===== src/rtl/core/bpfa_pkg.sv =====
package bpfa_pkg;

	// Sizing of the page store.
	localparam int MAX_PAGE_COUNT = 16384;
	localparam int PAGE_BYTES     = 4096;
	localparam int WORD_BITS      = 32;
	localparam int WORD_COUNT     = (MAX_PAGE_COUNT + WORD_BITS - 1) / WORD_BITS;

	localparam int ADDR_W     = 32;
	localparam int CFG_W      = 15;
	localparam int CNT_W      = $clog2(MAX_PAGE_COUNT + 1);
	localparam int PAGE_W     = $clog2(MAX_PAGE_COUNT);
	localparam int WADDR_W    = $clog2(WORD_COUNT);
	localparam int BIT_W      = $clog2(WORD_BITS);
	localparam int FULL_W     = CNT_W - BIT_W;
	localparam int PAGE_SHIFT = $clog2(PAGE_BYTES);

	// Register reset values.
	localparam int TOTAL_RESET    = 16384;
	localparam int RESERVED_FLOOR = 256;

	// Configuration port.
	localparam int CFG_ADDR_W = 3;
	localparam int PDATA_W    = 32;
	localparam logic REG_TOTAL    = 1'b0;
	localparam logic REG_RESERVED = 1'b1;

	typedef enum logic [1:0] {
		KIND_INIT  = 2'd0,
		KIND_ALLOC = 2'd1,
		KIND_FREE  = 2'd2,
		KIND_QUERY = 2'd3
	} kind_t;

	typedef enum logic [1:0] {
		ST_DONE    = 2'd0,
		ST_OOM     = 2'd1,
		ST_IGNORED = 2'd2
	} status_t;

	typedef enum logic [2:0] {
		S_CLEAR,
		S_IDLE,
		S_INIT,
		S_SCAN,
		S_LOOK,
		S_CHECK,
		S_RESULT
	} state_t;

	// Commands from the controller to the datapath.
	typedef struct packed {
		logic    take;
		logic    sweep_wr;
		logic    sweep_res;
		logic    init_fin;
		logic    scan_clr;
		logic    scan_rd;
		logic    alloc_wr;
		logic    look_rd;
		logic    free_wr;
		logic    stage;
		status_t stage_status;
		logic    stage_alloc;
		logic    stage_used;
		logic    out_load;
	} bpfa_cmd_t;

	// Status from the datapath to the controller.
	typedef struct packed {
		kind_t kind;
		logic  sweep_last;
		logic  scan_none;
		logic  scan_hit;
		logic  scan_end;
		logic  free_ok;
		logic  query_ok;
		logic  out_busy;
	} bpfa_stat_t;

endpackage


===== src/rtl/core/bpfa_ctrl.sv =====
module bpfa_ctrl
	import bpfa_pkg::*;
(
	input  logic       clk,
	input  logic       arst_n,
	input  logic       in_valid,
	input  logic [1:0] kind,
	output logic       in_ready,
	input  bpfa_stat_t stat,
	output bpfa_cmd_t  cmd
);

	state_t state_q;
	state_t state_d;

	always_ff @(posedge clk or negedge arst_n) begin
		if (!arst_n) begin
			state_q <= S_CLEAR;
		end else begin
			state_q <= state_d;
		end
	end

	always_comb begin
		state_d  = state_q;
		cmd      = '0;
		in_ready = 1'b0;
		unique case (state_q)
			S_CLEAR: begin
				cmd.sweep_wr = 1'b1;
				if (stat.sweep_last) begin
					state_d = S_IDLE;
				end
			end
			S_IDLE: begin
				in_ready = 1'b1;
				if (in_valid) begin
					cmd.take = 1'b1;
					unique case (kind_t'(kind))
						KIND_INIT: state_d = S_INIT;
						KIND_ALLOC: begin
							cmd.scan_clr = 1'b1;
							state_d      = S_SCAN;
						end
						KIND_FREE, KIND_QUERY: state_d = S_LOOK;
					endcase
				end
			end
			S_INIT: begin
				cmd.sweep_wr  = 1'b1;
				cmd.sweep_res = 1'b1;
				if (stat.sweep_last) begin
					cmd.init_fin     = 1'b1;
					cmd.stage        = 1'b1;
					cmd.stage_status = ST_DONE;
					state_d          = S_RESULT;
				end
			end
			S_SCAN: begin
				cmd.scan_rd = 1'b1;
				priority if (stat.scan_none) begin
					cmd.stage        = 1'b1;
					cmd.stage_status = ST_OOM;
					state_d          = S_RESULT;
				end else if (stat.scan_hit) begin
					cmd.alloc_wr     = 1'b1;
					cmd.stage        = 1'b1;
					cmd.stage_status = ST_DONE;
					cmd.stage_alloc  = 1'b1;
					state_d          = S_RESULT;
				end else if (stat.scan_end) begin
					cmd.stage        = 1'b1;
					cmd.stage_status = ST_OOM;
					state_d          = S_RESULT;
				end else begin
					state_d = S_SCAN;
				end
			end
			S_LOOK: begin
				cmd.look_rd = 1'b1;
				state_d     = S_CHECK;
			end
			S_CHECK: begin
				cmd.stage = 1'b1;
				state_d   = S_RESULT;
				if (stat.kind == KIND_FREE) begin
					if (stat.free_ok) begin
						cmd.free_wr      = 1'b1;
						cmd.stage_status = ST_DONE;
					end else begin
						cmd.stage_status = ST_IGNORED;
					end
				end else if (stat.query_ok) begin
					cmd.stage_status = ST_DONE;
					cmd.stage_used   = 1'b1;
				end else begin
					cmd.stage_status = ST_IGNORED;
				end
			end
			S_RESULT: begin
				if (!stat.out_busy) begin
					cmd.out_load = 1'b1;
					state_d      = S_IDLE;
				end
			end
			default: state_d = S_IDLE;
		endcase
	end

endmodule


===== config.mk =====
export PLATFORM = sky130hd
export DESIGN_NAME = bpfa_ctrl
export DESIGN_NICKNAME = d
export VERILOG_FILES = /design/src/rtl/core/bpfa_pkg.sv /design/src/rtl/core/bpfa_ctrl.sv
export SDC_FILE = /design/constraint.sdc
export NUM_CORES = 1
export LEC_CHECK = 0
export ABC_AREA = 1
export BUFFER_PORTS_ARGS = -buffer_cell sky130_fd_sc_hd__buf_2
export CORE_AREA = 2 2 39 41
export DETAILED_ROUTE_END_ITERATION = 7
export DIE_AREA = 0 0 41 43
export SLEW_MARGIN = 20
export SYNTH_ARGS = -nofsm -noshare
export SYNTH_HDL_FRONTEND = slang
export SYNTH_SLANG_ARGS = --single-unit

===== constraint.sdc =====
create_clock -name clk -period 3 [get_ports clk]
set_input_delay 0.45 -clock clk [delete_from_list [all_inputs] [get_ports clk]]
set_output_delay 0.45 -clock clk [all_outputs]
set_load 0.01 [all_outputs]

==> flow_summary.ini <==
[clock_tree]
tritoncts = yes
clkSinkCount = 3
clockRootBuffer = clkbuf_4
clock_path_buffers = 2
clk_pin_slew_ns = 0.04
cts_buffers = 3
ctsResizeCount = 0
clk_latency_ns = 0.24
htree_levels = 1

[synth]
synthCells = 69
yosys-top-cells-area = dfrtp_1, nand2_1, nor2_1
synth_area_um2 = 390
synth_top_area_share_pct = 19.2
yosysSeqAreaShare_pct = 19.2
ys_seq_elements = 3
yosysTopAreaCell = dfrtp_1
synth.distinct_cells = 18
yosys_warnings = 0
syn-num-nets = 83
synth_edf_count = 0
synth_ff_type = dfrtp_1
syn_avg_cell_area_um2 = 5.66
async_flop_share_pct = 100
post-synth-top-count-cell = nand2_1
synthTopCellsByCount = nand2_1, nor2_1, inv_1

[timing]
rsz0062_at_grt = no
tightest_slew_ns = 0.254
clock_skew_ns = 0.000733
tns_ns = 0
fin_crit_sh_pct = 59.6
timing.fmax_mhz = 559
finalHoldViolCount = 0
slew_viol_final = 0
max_slew_margin_pct = 83.1
setup_violations = 0
min_period_ns = 1.79

[pwr]
swShare_pct = 53.0
power_density_nw_per_um2 = 911
p_int_mw = 0.250
irDropWorstVdd_mv = 0.315
pwr-share-comb_pct = 67.8
total_leakage_power_nw = 0.379
total_power_mw = 0.532
p_clk_share_pct = 13.8
seqPwrFrac_pct = 18.4
p_switching_mw = 0.282

[setup_path]
start_kind = flip-flop
cp.required_ns = 2.55
crit_type = reg2out
crit_arrival_ns = 1.34
endpoint_kind = output pin
cp_max_fo = 5
worst_r2r_path_depth = 6

[cells_and_area]
largestRegisters = state_q x3
fillers = 154
largest-register = state_q
largest_reg_flops = 3
nets = 117
areaGrowthSynthToFinish_pct = 49.7
diodes = 0
drive_gt1_share_pct = 43.1

[route]
drc = 0
drt_pre_antenna_iters = 4
ant_nets = 0
vias_per_cell = 4.36
vias = 515
wirelength_um = 1030
wl_per_cell_um = 8.71
drt_iter0_markers = 8

[job]
drv_cap = 0

[grt]
grt_usage_pct = 13.4
grt_first_pass_wirelength_um = 1560
antenna_found_initial = 0
grt_pass1_vias = 414
overflow = 0
grt_max_degree = 8

[placed_design]
gp_congestion = 0.723
portBuffers = 29
dpl.hpwl_um = 895

[floorplanning]
die_h_um = 43
die_w_um = 41
io_pins = 30
dieArea_um2 = 1760
placementRows = 14
start_util_pct = 28.2
coreArea_um2 = 1380

[worst_hold_path]
min_delay_path_depth = 4
hp-class = in2reg

[status]
outcome = complete, no violations
stage by stage:
stage,setup WS (ns),util [%],instance area (um^2),cells,hold WS (ns)
floorplan,1.52,-,390,69,0.154
global placement,1.48,39.6,548,113,0.246
detailed placement,1.46,39.6,548,113,0.250
CTS,1.20,42.2,584,118,0.504
global route,1.10,42.2,584,118,0.513
finish,1.21,42.2,584,118,0.510
path summary, 6_finish.rpt:
check / startpoint / to / slack (ns)
max reg2reg: state_q[2] / state_q[1] / 1.71
min: in_valid / state_q[0] / 0.51
min in group asynchronous: arst_n / state_q[2] / 0.55
max: state_q[2] / cmd[5] / 1.21
max in group asynchronous: arst_n / state_q[0] / 2.35
min reg2reg: state_q[1] / state_q[1] / 0.63
logic make-up after synthesis:
group,after synthesis,synth area share (%)
AND/OR/NAND/NOR,44,53.5
flip-flops,3,19.2
buffers and inverters,15,16.0
AO/OA/AOI/OAI,7,11.2
layout make-up:
cell class	count	area, um^2	area share, %
sequential	3	75.1	12.8
inverter	14	55.1	9.42
multi-input combinational	51	253	43.3
tap	16	20.0	3.43
timing repair buffer	30	155	26.6
clock buffer	4	26.3	4.50
cell usage in the layout, fill, tap and decap left out:
cell / n
nand3_4: 1
inv_1: 9
nand4_1: 1
nor2_2: 1
dfrtp_1: 3
o211ai_1: 2
nor2_1: 15
nand2_1: 17
o21ai_1: 1
nand3_1: 4
clkbuf_1: 1
nor4_1: 1
inv_2: 4
nand2_2: 2
clkbuf_4: 3
nand3_2: 2
o21ai_0: 3
dlygate4sd3_1: 1
a21oi_2: 1
buf_2: 29
inv_4: 1
worst max-delay path: stages (launching register included):
cell	delay, ns
dfrtp_1	0.42
inv_2	0.13
nand3_1	0.13
inv_2	0.10
nand2_1	0.07
o211ai_1	0.08
buf_2	0.16
timing repair:
| action | 4_1_cts | 5_1_grt |
|---|---|---|
| hold buffers | 1 | 0 |
| setup buffers | 0 | 0 |
| hold endpoints to repair | 3 | 0 |
power groups by stage:
stage | clock (mW) | sequential (mW) | combinational (mW)
floorplan | 0 | 0.0932 | 0.258
global placement | 0 | 0.0981 | 0.361
detailed placement | 0 | 0.0989 | 0.360
CTS | 0.0759 | 0.0977 | 0.363
global route | 0.0856 | 0.102 | 0.407
finish | 0.0733 | 0.0978 | 0.361
layer usage:
layer	share of wire (%)	GRT usage (%)
met1	46	15.5
met2	45	20.9
met3	6.3	3.14
met4	2.3	8.00
met5	0	0
Power figures use the tool's default switching activity.
